**src/design/load_segment_checker_macros.svh**
```systemverilog
// Assertion macros shared by the load segment checker modules.
// No dependencies; included by files that carry concurrent checks.
`ifndef LOAD_SEGMENT_CHECKER_MACROS_SVH
`define LOAD_SEGMENT_CHECKER_MACROS_SVH

// same-cycle implication, disabled in reset
`define LSC_ASSERT_IMP(label, clk, rstn, ante, cons) \
    label: assert property (@(posedge clk) disable iff (!rstn) (ante) |-> (cons)) \
        else $error("load segment checker: implication check failed");

// next-cycle implication, disabled in reset
`define LSC_ASSERT_NXT(label, clk, rstn, ante, cons) \
    label: assert property (@(posedge clk) disable iff (!rstn) (ante) |=> (cons)) \
        else $error("load segment checker: next-cycle check failed");

`endif

```
**src/design/lsc_pkg.sv**
```systemverilog
// Shared types and constants of the load segment checker.
// No dependencies; used by lsc_ctrl, lsc_dpath and load_segment_checker.
package lsc_pkg;

    localparam int STATUS_W = 3;
    localparam int CFG_ADDR_W = 3;
    localparam int CFG_DATA_W = 32;
    localparam int IN_DATA_W = 96;
    localparam int OUT_DATA_W = 104;
    localparam int COUNT_OUT_W = 5;

    localparam logic [STATUS_W-1:0] ST_RECORDED = 3'd0;
    localparam logic [STATUS_W-1:0] ST_NOT_LOAD = 3'd1;
    localparam logic [STATUS_W-1:0] ST_EMPTY    = 3'd2;
    localparam logic [STATUS_W-1:0] ST_BEYOND   = 3'd3;
    localparam logic [STATUS_W-1:0] ST_BAD_ADDR = 3'd4;
    localparam logic [STATUS_W-1:0] ST_OVERLAP  = 3'd5;
    localparam logic [STATUS_W-1:0] ST_NONE     = 3'd6;
    localparam logic [STATUS_W-1:0] ST_CLEAR    = 3'd0;

    localparam logic [CFG_ADDR_W-1:0] CFG_R0_BASE   = 3'd0;
    localparam logic [CFG_ADDR_W-1:0] CFG_R0_SIZE   = 3'd1;
    localparam logic [CFG_ADDR_W-1:0] CFG_R1_BASE   = 3'd2;
    localparam logic [CFG_ADDR_W-1:0] CFG_R1_SIZE   = 3'd3;
    localparam logic [CFG_ADDR_W-1:0] CFG_R2_BASE   = 3'd4;
    localparam logic [CFG_ADDR_W-1:0] CFG_R2_SIZE   = 3'd5;
    localparam logic [CFG_ADDR_W-1:0] CFG_REGION_EN = 3'd6;
    localparam logic [CFG_ADDR_W-1:0] CFG_CHECK_EN  = 3'd7;

    localparam logic [31:0] SEG_TYPE_LOAD = 32'd1;
    localparam logic [31:0] ADDR_ALL_ONES = 32'hFFFF_FFFF;

    typedef struct packed {
        logic load;
        logic eval;
        logic scan;
        logic decide;
        logic emit;
    } lsc_cmd_t;

    typedef struct packed {
        logic cand;
        logic scan_done;
        logic out_free;
    } lsc_sts_t;

endpackage

```
**src/design/lsc_dpath.sv**
```systemverilog
// Datapath of the load segment checker: config, image state, segment table, result.
// Depends on lsc_pkg and load_segment_checker_macros.svh.
`include "load_segment_checker_macros.svh"

module lsc_dpath
    import lsc_pkg::*;
#(
    parameter int MAX_SEGMENTS = 16
) (
    input  logic                  aclk,
    input  logic                  aresetn,
    input  logic                  cfg_we,
    input  logic [CFG_ADDR_W-1:0] cfg_addr,
    input  logic [CFG_DATA_W-1:0] cfg_wdata,
    input  logic [IN_DATA_W-1:0]  s_tdata,
    input  logic                  s_tuser,
    input  logic                  s_tlast,
    input  lsc_cmd_t              cmd,
    output lsc_sts_t              sts,
    output logic                  m_tvalid,
    input  logic                  m_tready,
    output logic [OUT_DATA_W-1:0] m_tdata,
    output logic [STATUS_W-1:0]   m_tuser
);

    localparam int CNT_W  = $clog2(MAX_SEGMENTS + 1);
    localparam int ADDR_W = (MAX_SEGMENTS > 1) ? $clog2(MAX_SEGMENTS) : 1;
    localparam logic [CNT_W-1:0] MAX_CNT = CNT_W'(MAX_SEGMENTS);

    logic [31:0] base_reg [3];
    logic [31:0] rsize_reg [3];
    logic [2:0]  en_reg;
    logic        chk_reg;

    logic        last_reg;
    logic [31:0] type_reg;
    logic [31:0] start_reg;
    logic [31:0] size_reg;

    logic [CNT_W-1:0]    cnt_reg;
    logic [CNT_W-1:0]    hidx_reg;
    logic [31:0]         low_reg;
    logic [31:0]         high_reg;
    logic [31:0]         sum_reg;
    logic [STATUS_W-1:0] sticky_reg;

    logic [STATUS_W-1:0] pre_reg;
    logic [STATUS_W-1:0] pre_next;
    logic                cand_reg;
    logic                cand_next;
    logic                skip_reg;
    logic                skip_next;
    logic [31:0]         end_reg;
    logic [STATUS_W-1:0] status_reg;

    logic [31:0] mem_start [MAX_SEGMENTS];
    logic [31:0] mem_end [MAX_SEGMENTS];

    logic [CNT_W-1:0] scan_idx_reg;
    logic [31:0]      rd_start_reg;
    logic [31:0]      rd_end_reg;
    logic             rd_valid_reg;
    logic             hit_reg;

    logic                out_valid_reg;
    logic [STATUS_W-1:0] out_status_reg;
    logic [CNT_W-1:0]    out_cnt_reg;
    logic [31:0]         out_low_reg;
    logic [31:0]         out_high_reg;
    logic [31:0]         out_sum_reg;

    logic [32:0]         end_sum;
    logic [2:0]          region_hit;
    logic                in_region;
    logic [STATUS_W-1:0] dec_status;
    logic                rec_en;
    logic                sticky_wr;
    logic [CNT_W+COUNT_OUT_W-1:0] cnt_wide;

    always_ff @(posedge aclk) begin
        if (!aresetn) begin
            for (int r = 0; r < 3; r++) begin
                base_reg[r]  <= '0;
                rsize_reg[r] <= '0;
            end
            en_reg  <= '0;
            chk_reg <= 1'b1;
        end else if (cfg_we) begin
            unique case (cfg_addr)
                CFG_R0_BASE:   base_reg[0]  <= cfg_wdata;
                CFG_R0_SIZE:   rsize_reg[0] <= cfg_wdata;
                CFG_R1_BASE:   base_reg[1]  <= cfg_wdata;
                CFG_R1_SIZE:   rsize_reg[1] <= cfg_wdata;
                CFG_R2_BASE:   base_reg[2]  <= cfg_wdata;
                CFG_R2_SIZE:   rsize_reg[2] <= cfg_wdata;
                CFG_REGION_EN: en_reg       <= cfg_wdata[2:0];
                CFG_CHECK_EN:  chk_reg      <= cfg_wdata[0];
                default: ;
            endcase
        end
    end

    always_ff @(posedge aclk) begin
        if (cmd.load) begin
            last_reg  <= s_tlast;
            type_reg  <= s_tdata[31:0];
            start_reg <= s_tdata[63:32];
            size_reg  <= s_tdata[95:64];
        end
    end

    // header checks ahead of the table scan
    assign end_sum = {1'b0, start_reg} + {1'b0, size_reg};

    always_comb begin
        for (int r = 0; r < 3; r++) begin
            region_hit[r] = en_reg[r] && (start_reg >= base_reg[r])
                && (end_sum[31:0] <= (base_reg[r] + rsize_reg[r]));
        end
    end

    assign in_region = !end_sum[32] && (region_hit != 3'b000);

    always_comb begin
        pre_next  = ST_RECORDED;
        cand_next = 1'b0;
        skip_next = 1'b0;
        if (sticky_reg != ST_CLEAR) begin
            pre_next  = sticky_reg;
            skip_next = 1'b1;
        end else if (hidx_reg >= MAX_CNT) begin
            pre_next = ST_BEYOND;
        end else if (type_reg != SEG_TYPE_LOAD) begin
            pre_next = ST_NOT_LOAD;
        end else if (size_reg == '0) begin
            pre_next = ST_EMPTY;
        end else if (chk_reg && !in_region) begin
            pre_next = ST_BAD_ADDR;
        end else begin
            cand_next = 1'b1;
        end
    end

    always_ff @(posedge aclk) begin
        if (cmd.eval) begin
            pre_reg  <= pre_next;
            cand_reg <= cand_next;
            skip_reg <= skip_next;
            end_reg  <= end_sum[31:0];
        end
    end

    always_comb begin
        dec_status = pre_reg;
        rec_en     = 1'b0;
        sticky_wr  = 1'b0;
        if (!skip_reg) begin
            if (cand_reg) begin
                if (hit_reg) begin
                    dec_status = ST_OVERLAP;
                end else begin
                    rec_en = 1'b1;
                end
            end
            if (dec_status == ST_BAD_ADDR || dec_status == ST_OVERLAP) begin
                sticky_wr = 1'b1;
            end else if (last_reg && cnt_reg == '0 && !rec_en) begin
                dec_status = ST_NONE;
                sticky_wr  = 1'b1;
            end
        end
    end

    always_ff @(posedge aclk) begin
        if (!aresetn) begin
            cnt_reg    <= '0;
            hidx_reg   <= '0;
            low_reg    <= ADDR_ALL_ONES;
            high_reg   <= '0;
            sum_reg    <= '0;
            sticky_reg <= ST_CLEAR;
        end else if (cmd.load && s_tuser) begin
            cnt_reg    <= '0;
            hidx_reg   <= '0;
            low_reg    <= ADDR_ALL_ONES;
            high_reg   <= '0;
            sum_reg    <= '0;
            sticky_reg <= ST_CLEAR;
        end else if (cmd.eval) begin
            if (sticky_reg == ST_CLEAR && hidx_reg < MAX_CNT) begin
                hidx_reg <= hidx_reg + 1'b1;
            end
        end else if (cmd.decide) begin
            if (sticky_wr) begin
                sticky_reg <= dec_status;
            end
            if (rec_en) begin
                if (cnt_reg < MAX_CNT) begin
                    cnt_reg <= cnt_reg + 1'b1;
                end
                if (start_reg < low_reg) begin
                    low_reg <= start_reg;
                end
                if (end_reg > high_reg) begin
                    high_reg <= end_reg;
                end
                sum_reg <= sum_reg + size_reg;
            end
        end
    end

    always_ff @(posedge aclk) begin
        if (cmd.decide && rec_en && cnt_reg < MAX_CNT) begin
            mem_start[cnt_reg[ADDR_W-1:0]] <= start_reg;
            mem_end[cnt_reg[ADDR_W-1:0]]   <= end_reg;
        end
        if (cmd.scan && scan_idx_reg < cnt_reg) begin
            rd_start_reg <= mem_start[scan_idx_reg[ADDR_W-1:0]];
            rd_end_reg   <= mem_end[scan_idx_reg[ADDR_W-1:0]];
        end
    end

    always_ff @(posedge aclk) begin
        if (!aresetn) begin
            scan_idx_reg <= '0;
            rd_valid_reg <= 1'b0;
            hit_reg      <= 1'b0;
        end else if (cmd.eval) begin
            scan_idx_reg <= '0;
            rd_valid_reg <= 1'b0;
            hit_reg      <= 1'b0;
        end else if (cmd.scan) begin
            if (scan_idx_reg < cnt_reg) begin
                scan_idx_reg <= scan_idx_reg + 1'b1;
                rd_valid_reg <= 1'b1;
            end else begin
                rd_valid_reg <= 1'b0;
            end
            if (rd_valid_reg && start_reg < rd_end_reg && rd_start_reg < end_reg) begin
                hit_reg <= 1'b1;
            end
        end
    end

    always_ff @(posedge aclk) begin
        if (!aresetn) begin
            out_valid_reg <= 1'b0;
        end else if (cmd.emit) begin
            out_valid_reg <= 1'b1;
        end else if (m_tready) begin
            out_valid_reg <= 1'b0;
        end
    end

    // hold the decided status until the output register is free
    always_ff @(posedge aclk) begin
        if (cmd.decide) begin
            status_reg <= dec_status;
        end
        if (cmd.emit) begin
            out_status_reg <= status_reg;
            out_cnt_reg    <= cnt_reg;
            out_low_reg    <= low_reg;
            out_high_reg   <= high_reg;
            out_sum_reg    <= sum_reg;
        end
    end

    assign cnt_wide      = {{COUNT_OUT_W{1'b0}}, out_cnt_reg};
    assign m_tvalid      = out_valid_reg;
    assign m_tuser       = out_status_reg;
    assign m_tdata       = {3'b000, out_sum_reg, out_high_reg, out_low_reg,
                            cnt_wide[COUNT_OUT_W-1:0]};
    assign sts.cand      = cand_reg;
    assign sts.scan_done = (scan_idx_reg == cnt_reg) && !rd_valid_reg;
    assign sts.out_free  = !out_valid_reg || m_tready;

    `LSC_ASSERT_IMP(a_cnt_bound, aclk, aresetn, 1'b1, cnt_reg <= MAX_CNT)
    `LSC_ASSERT_IMP(a_scan_bound, aclk, aresetn, cmd.scan, scan_idx_reg <= cnt_reg)
    `LSC_ASSERT_IMP(a_sticky_code, aclk, aresetn, 1'b1,
        sticky_reg == ST_CLEAR || sticky_reg == ST_BAD_ADDR
        || sticky_reg == ST_OVERLAP || sticky_reg == ST_NONE)
    `LSC_ASSERT_NXT(a_record_count, aclk, aresetn, cmd.decide && rec_en,
        cnt_reg == $past(cnt_reg) + 1'b1 || $past(cnt_reg) == MAX_CNT)

endmodule

```
**config.mk**
```make
export PLATFORM = sky130hd
export DESIGN_NAME = lsc_dpath
export DESIGN_NICKNAME = d
export VERILOG_FILES = /design/src/design/lsc_pkg.sv /design/src/design/lsc_dpath.sv
export VERILOG_INCLUDE_DIRS = /design/src /design/src/design
export SDC_FILE = /design/constraint.sdc
export NUM_CORES = 2
export LEC_CHECK = 0
export BUFFER_PORTS_ARGS = -buffer_cell sky130_fd_sc_hd__clkbuf_2
export CAP_MARGIN = 10
export CORE_ASPECT_RATIO = 1.75
export CORE_UTILIZATION = 40
export DETAILED_ROUTE_END_ITERATION = 16
export SLEW_MARGIN = 30
export SYNTH_ARGS = -nofsm -noshare
export SYNTH_HDL_FRONTEND = slang
export SYNTH_SLANG_ARGS = --single-unit
```
**constraint.sdc**
```tcl
create_clock -name aclk -period 18.4 [get_ports aclk]
set_input_delay 3.68 -clock aclk [delete_from_list [all_inputs] [get_ports aclk]]
set_output_delay 3.68 -clock aclk [all_outputs]
set_load 0.05 [all_outputs]
```
# Word-level counts from Yosys, hierarchy flattened
# Memory sizes are Yosys's and may differ from the RTL's. A register that Yosys moved wholly into a read port is not among the register bits.
# Index checks and enable logic that the tools add are counted.
dict set report totals {
  regBits 362
  ram_bits 1216
  inputBits 142
  out_inout_bits 111
  word_cells 172
  memories 4
}
# memory words word_bits rd rd_ports_with_merged_regs write_ports line
set mem_list {}
lappend mem_list {mem_end 16 32 1 1 1 lsc_dpath.sv:57} ;# logic [31:0] mem_end [MAX_SEGMENTS];
lappend mem_list {mem_start 16 32 1 1 1 lsc_dpath.sv:56} ;# logic [31:0] mem_start [MAX_SEGMENTS];
lappend mem_list {base_reg 3 32 3 0 3 lsc_dpath.sv:30} ;# logic [31:0] base_reg [3];
lappend mem_list {rsize_reg 3 32 3 0 3 lsc_dpath.sv:31} ;# logic [31:0] rsize_reg [3];
dict set report op_classes {
  n_addsub 8
  order_cmp 14
  n_eq_ne 11
  n_mux 56
  n_bitwise 8
  reduce_logical 45
}
# op count
set ops {}
lappend ops {{32-bit two-way mux} 6}
lappend ops {{32-bit adder} 4}
lappend ops {{32-bit greater-or-equal comparator} 3}
lappend ops {{32-bit <= comparator} 3}
lappend ops {{32-bit less-than comparator} 3}
lappend ops {{1-bit two-way mux} 39}
lappend ops {{32-bit by 32-bit adder with 33-bit output} 1}
lappend ops {{3-bit two-way mux} 11}
lappend ops {{32-bit greater-than comparator} 1}
lappend ops {{32-bit logical NOT} 1}
lappend ops {{32-bit by 1-bit inequality test with 1-bit output (second input constant)} 1}
lappend ops {{3-bit equality test (second input constant)} 6}
lappend ops {{1-bit logical AND} 18}
lappend ops {{5-bit by 1-bit adder with 5-bit output (second input constant)} 3}
lappend ops {{4-bit AND reduction} 3}
lappend ops {{5-bit less-than comparator (second input constant)} 2}
lappend ops {{2-bit AND reduction} 5}
lappend ops {{3-bit by 2-bit equality test with 1-bit output (second input constant)} 2}
lappend ops {{3-bit logical NOT} 2}
lappend ops {{1-bit OR} 6}
lappend ops {{3-bit AND reduction} 2}
lappend ops {{3-bit nonzero test} 2}
lappend ops {{5-bit equality test} 1}
lappend ops {{5-bit greater-or-equal comparator (second input constant)} 1}
lappend ops {{9 further kinds} 16}

# Logic depth before layout (Yosys ltp)
# An unclocked memory read counts as a cell.
dict set report logic_depth {
  word_depth 13
  mapped_depth 24
  ltp_nobuf 24
}

# Worst setup path after synthesis
# No wires, ideal clock.
dict set report synth_timing {
  path_type {input port to flip-flop}
  from {in cmd[2] (netlist bit)}
  to {reg scan_idx_reg[3]}
  setup_ps 124
  arrival_ps 12147
  required_time_ps 18276
  slack_ps 6129
  cell_stages 5
  n_path_buf 0
  cell_sequence {inv_1 -> a2111oi_1 -> nand4_1 -> xor2_1 -> nor2_1}
}
dict set report synth_via {
  elab_chain_len 1
}
# element line
set synth_lines {}
lappend synth_lines {{start: declaration} lsc_dpath.sv:18} ;# input lsc_cmd_t cmd,
lappend synth_lines {{2-bit AND reduction (no line)} --}
lappend synth_lines {{end signal: assignment} lsc_dpath.sv:234} ;# scan_idx_reg <= scan_idx_reg + 1'b1;
lappend synth_lines {{end: declaration} lsc_dpath.sv:59} ;# logic [CNT_W-1:0] scan_idx_reg;
# Every way passes these cells.
# A chain may end at the register's enable or synchronous reset.

==> run summary <==
For the pin with the worst max-slew slack, the measured transition is 0.976 ns. The global placer's final weighted congestion came out at between 0.9 and 1. The post-detailed-placement half-perimeter wirelength is 138 mm. Walking the worst path, the cells encountered are clkbuf_2 > nand2b_1 > clkbuf_2. The path class of the tightest hold or removal check is register to register. The number of antenna violations at the first check in global routing came to 9.

The global-route wire length before repair came out at 289 mm. The switching portion of total power came out at roughly a quarter. At the worst endpoint, the required time is approximately 15 ns. The switching power of the nets came out at 0.00220 W. In the final layout, the share of cells above drive strength 1 is a little under a fifth. The number of placement rows is 207. The share of power burned in registers is 49.8%. The worst setup path is captured at a primary output. The routed via count divided by cell count came out at ~5.5. The layout overhead on the synthesized area is 13.7%.

The clock tree skew after final layout came out at 0.0550 ns. For this run, the top clock speed supported by timing is 128 MHz. The critical path starts at m_tready. IR analysis of the VDD net gives a maximum drop of 0.0858 mV. The pin count of the biggest net entering global routing is ~110. The final worst slack is 10.58 ns. In this run, the combinational gates consume 13.4% of the power.

The run finished with clean final reports. In the routed design, unresolved DRC markers number 0. The power share of the clock group is 36.8%.

The critical register-to-register path startpoint is start_reg[14]. For this design, the slowest cell found on the critical path is sky130_fd_sc_hd__clkbuf_2. The worst stage delay on the critical path came out at 0.28 ns.

The layout filler cell count is 15,701. The top fanout value on the critical path came out at 2. The total wire length after detailed routing came out at slightly below 200 mm.

The routed length per placed instance is 26.5 um. The master cell of the clock root buffer is sky130_fd_sc_hd__clkbuf_16. The overall overflow remaining after global route came out at 0. The CTS H-tree depth came out at 4. The sum of negative setup slack came out at 0 ns.

The worst register-to-register path ends at cand_reg. The internal power component is about 0.0064 W. The effective utilization at floorplan is 40.3%. The total track usage is 21.3%. The number of buffers inserted by port buffering is 249. Following the worst setup path forward leads to its endpoint at sts[0]. The number of flops mapped to enable cells by yosys came out at 1,521. The number of violations reported at the end of detailed-routing iteration 0 came out at ~2,800. Synthesis instantiated between 70 and 80 different standard cells from the library. The count of endpoints failing setup in the final report is 0.

The max-slew violation total from the final report came to 0. Counting every instance in the synthesized netlist gives 4,545. During I/O placement, the number of pins put on the boundary was 253. Summing over every cut layer, the via total after detailed routing is roughly 41,000. Data arrives at the worst endpoint at 4.14 ns. Setup repair after global routing left no endpoint under its margin. After clock tree synthesis, the clock-pin slew on the worst setup and hold paths is 0.07 ns.

The area taken by flip-flops and latches came out at 48,100 um2. The total standard cell area after synthesis came out at 73,500 um2. Once detail routing completed, the nets flagged for antenna violations numbered 0. The number of detailed-routing iterations run before antenna repair came out at 7. The area occupied by multi-input gates came out at 24,100 um2. After clock tree synthesis, the repair step resized 0 gates. The library cell appearing most often on the critical path is sky130_fd_sc_hd__clkbuf_2. The worst setup path is launched from an input pin. In this run the post-CTS setup repair buffer count came out at 0.

The worst slack after detailed placement is 10.57 ns. The via count of the first global-routing pass was roughly 44,000. The core area came out at 182,000 um2. The height of the chip is ~570 um. TritonCTS built the clock tree.

The max-capacitance violation count is 0. The number of buffers created by CTS came out at approximately 150. The average footprint of a synthesized cell came out at 16.2 um2.

The worst path uses 42.5% of the clock period. The final critical-path required period is 7.82 ns. The register-to-register setup slack came out at 11.82 ns. In this run the horizontal extent of the chip is 326 um. The headroom to the max-slew limit came out at roughly a third.

The longest clock path from root to sink contains 4 buffers. The floorplan die area is 185,000 um2. For this run, the leading register cell type out of synthesis is sky130_fd_sc_hd__edfxtp_1. The critical path in this run is classified as input pin to primary output. For this run, asynchronously set or reset flops after synthesis account for 0%. The total of hold buffers inserted after clock tree synthesis is 0. Synthesis inferred 1,642 register bits. The clock reaches the later pin of the worst-skew pair after 0.81 ns. The clock drives 1,642 sinks. The count of final hold-check violations is 0. The proportion of synthesized chip area in sequential cells is around 65%. The cell depth of the worst flop-to-flop path came out at 19. The total power divided by cell area is just over 100 nW/um2.

The post-layout net count is 5,575. In this run the static leakage power is between 30 and 40 nW. The synthesis warning total came out at 0.
-- per-layer routing --
layer  routed length [um]  GRT usage, %
met1                71400          23.1
met2               108000          40.5
met3                 7600          2.39
met4                10700          10.8
met5                   47             0
-- cell usage after synthesis, types with 15 or more instances --
cell	instances	area share, %
sky130_fd_sc_hd__edfxtp_1	1521	62
sky130_fd_sc_hd__ha_1	485	8.3
sky130_fd_sc_hd__mux4_2	320	9.8
sky130_fd_sc_hd__inv_1	279	1.4
sky130_fd_sc_hd__a21oi_1	211	1.4
sky130_fd_sc_hd__nand2_1	191	0.98
sky130_fd_sc_hd__a21o_1	179	1.8
sky130_fd_sc_hd__nor2_1	157	0.80
sky130_fd_sc_hd__dfxtp_1	121	3.3
sky130_fd_sc_hd__o21ai_0	87	0.59
sky130_fd_sc_hd__clkbuf_1	86	0.44
sky130_fd_sc_hd__nand4_1	77	0.66
sky130_fd_sc_hd__xnor2_1	72	0.86
sky130_fd_sc_hd__and2_1	71	0.60
sky130_fd_sc_hd__xor2_1	68	0.81
sky130_fd_sc_hd__nand3_1	56	0.38
sky130_fd_sc_hd__nand2b_1	51	0.43
sky130_fd_sc_hd__o211ai_1	51	0.52
sky130_fd_sc_hd__mux2i_1	43	0.59
sky130_fd_sc_hd__nor3_1	37	0.25
sky130_fd_sc_hd__nor4_1	37	0.32
sky130_fd_sc_hd__buf_1	30	0.15
sky130_fd_sc_hd__o21a_1	28	0.29
sky130_fd_sc_hd__a211oi_1	23	0.24
sky130_fd_sc_hd__nor2b_1	20	0.17
sky130_fd_sc_hd__o21bai_1	20	0.20
sky130_fd_sc_hd__a31oi_1	19	0.16
sky130_fd_sc_hd__o21ai_1	15	0.10
-- cell usage in the layout (no fill, tap or decap), types with 12 or more instances in the layout --
cell,n
sky130_fd_sc_hd__clkinv_2,22
sky130_fd_sc_hd__clkbuf_1,31
sky130_fd_sc_hd__nor4_1,35
sky130_fd_sc_hd__a21oi_1,211
sky130_fd_sc_hd__inv_1,279
sky130_fd_sc_hd__mux4_2,320
sky130_fd_sc_hd__ha_1,485
sky130_fd_sc_hd__o211ai_1,51
sky130_fd_sc_hd__buf_4,108
sky130_fd_sc_hd__nand4_1,77
sky130_fd_sc_hd__nor2b_1,20
sky130_fd_sc_hd__a211o_1,12
sky130_fd_sc_hd__and2_1,70
sky130_fd_sc_hd__nand2_1,190
sky130_fd_sc_hd__o21ai_1,17
sky130_fd_sc_hd__xnor2_1,72
sky130_fd_sc_hd__nor2_4,14
sky130_fd_sc_hd__clkinv_1,21
sky130_fd_sc_hd__nand2b_1,51
sky130_fd_sc_hd__o21ai_0,81
sky130_fd_sc_hd__xor2_1,68
sky130_fd_sc_hd__o21bai_1,20
sky130_fd_sc_hd__a31oi_1,18
sky130_fd_sc_hd__clkbuf_16,158
sky130_fd_sc_hd__nand3_1,56
sky130_fd_sc_hd__a21o_1,179
sky130_fd_sc_hd__bufinv_16,15
sky130_fd_sc_hd__edfxtp_1,1521
sky130_fd_sc_hd__mux2i_1,43
sky130_fd_sc_hd__nor2_1,143
sky130_fd_sc_hd__o21a_1,28
sky130_fd_sc_hd__a211oi_1,23
sky130_fd_sc_hd__clkbuf_2,247
sky130_fd_sc_hd__dfxtp_1,117
sky130_fd_sc_hd__nor3_1,32
-- final cells by class --
class | count | share of cell area [%]
clock buffers | 193 | 4.94
diodes | 1 | 0.00300
inverters | 279 | 1.25
multi-input cells | 2498 | 28.8
flip-flops and latches | 1642 | 57.6
well taps | 2403 | 3.60
repair buffers | 368 | 2.81
clock inverters | 72 | 0.920
-- power groups by stage --
stage	logic, W	registers, W	clock network [W]
floorplan	0.000658	0.00442	0
global route	0.00127	0.00431	0.00337
CTS	0.00116	0.00430	0.00325
global placement	0.00113	0.00438	0
finish	0.00116	0.00430	0.00318
detailed placement	0.00115	0.00438	0
-- kinds of logic (layout without fill, tap and decap cells) --
| kind of cell | after synthesis | count (layout) | share of synthesized area (%) |
|---|---|---|---|
| buf+inv | 407 | 912 | 2.11 |
| fa+ha+maj | 490 | 490 | 8.40 |
| mux | 363 | 363 | 10.4 |
| flops | 1642 | 1642 | 65.5 |
| other cells | 1 | 4 | 0.00511 |
| simple gates | 754 | 754 | 5.15 |
| compound gates | 748 | 748 | 6.79 |
| xor+xnor | 140 | 140 | 1.67 |
-- critical path: cells and delay by family --
kind                   cells  cell delay (ns)
AND/OR/NAND/NOR            1             0.11
buffers and inverters      2             0.35
-- through the flow --
stage | std cells | total power [W] | area [um2] | hold WS, ns | util, %
floorplan | 4547 | 0.00508 | 73500 | 0.400 | -
global placement | 7181 | 0.00551 | 78300 | 0.418 | 43.0
finish | 7456 | 0.00864 | 83500 | 0.431 | 45.9
detailed placement | 7186 | 0.00554 | 78500 | 0.415 | 43.1
CTS | 7451 | 0.00871 | 83400 | 0.432 | 45.8
global route | 7456 | 0.00895 | 83500 | 0.439 | 45.9
-- worst min-delay path by stage --
stage,startpoint,endpoint,cells after the start
after global routing,low_reg[8],out_low_reg[8],0
after floorplan,status_reg[0],m_tuser[0],0
after global placement,low_reg[9],out_low_reg[9],0
after CTS,low_reg[19],out_low_reg[19],0
after detailed placement,low_reg[11],out_low_reg[11],0
final,low_reg[11],out_low_reg[11],0
Power figures use the tool's default switching activity.
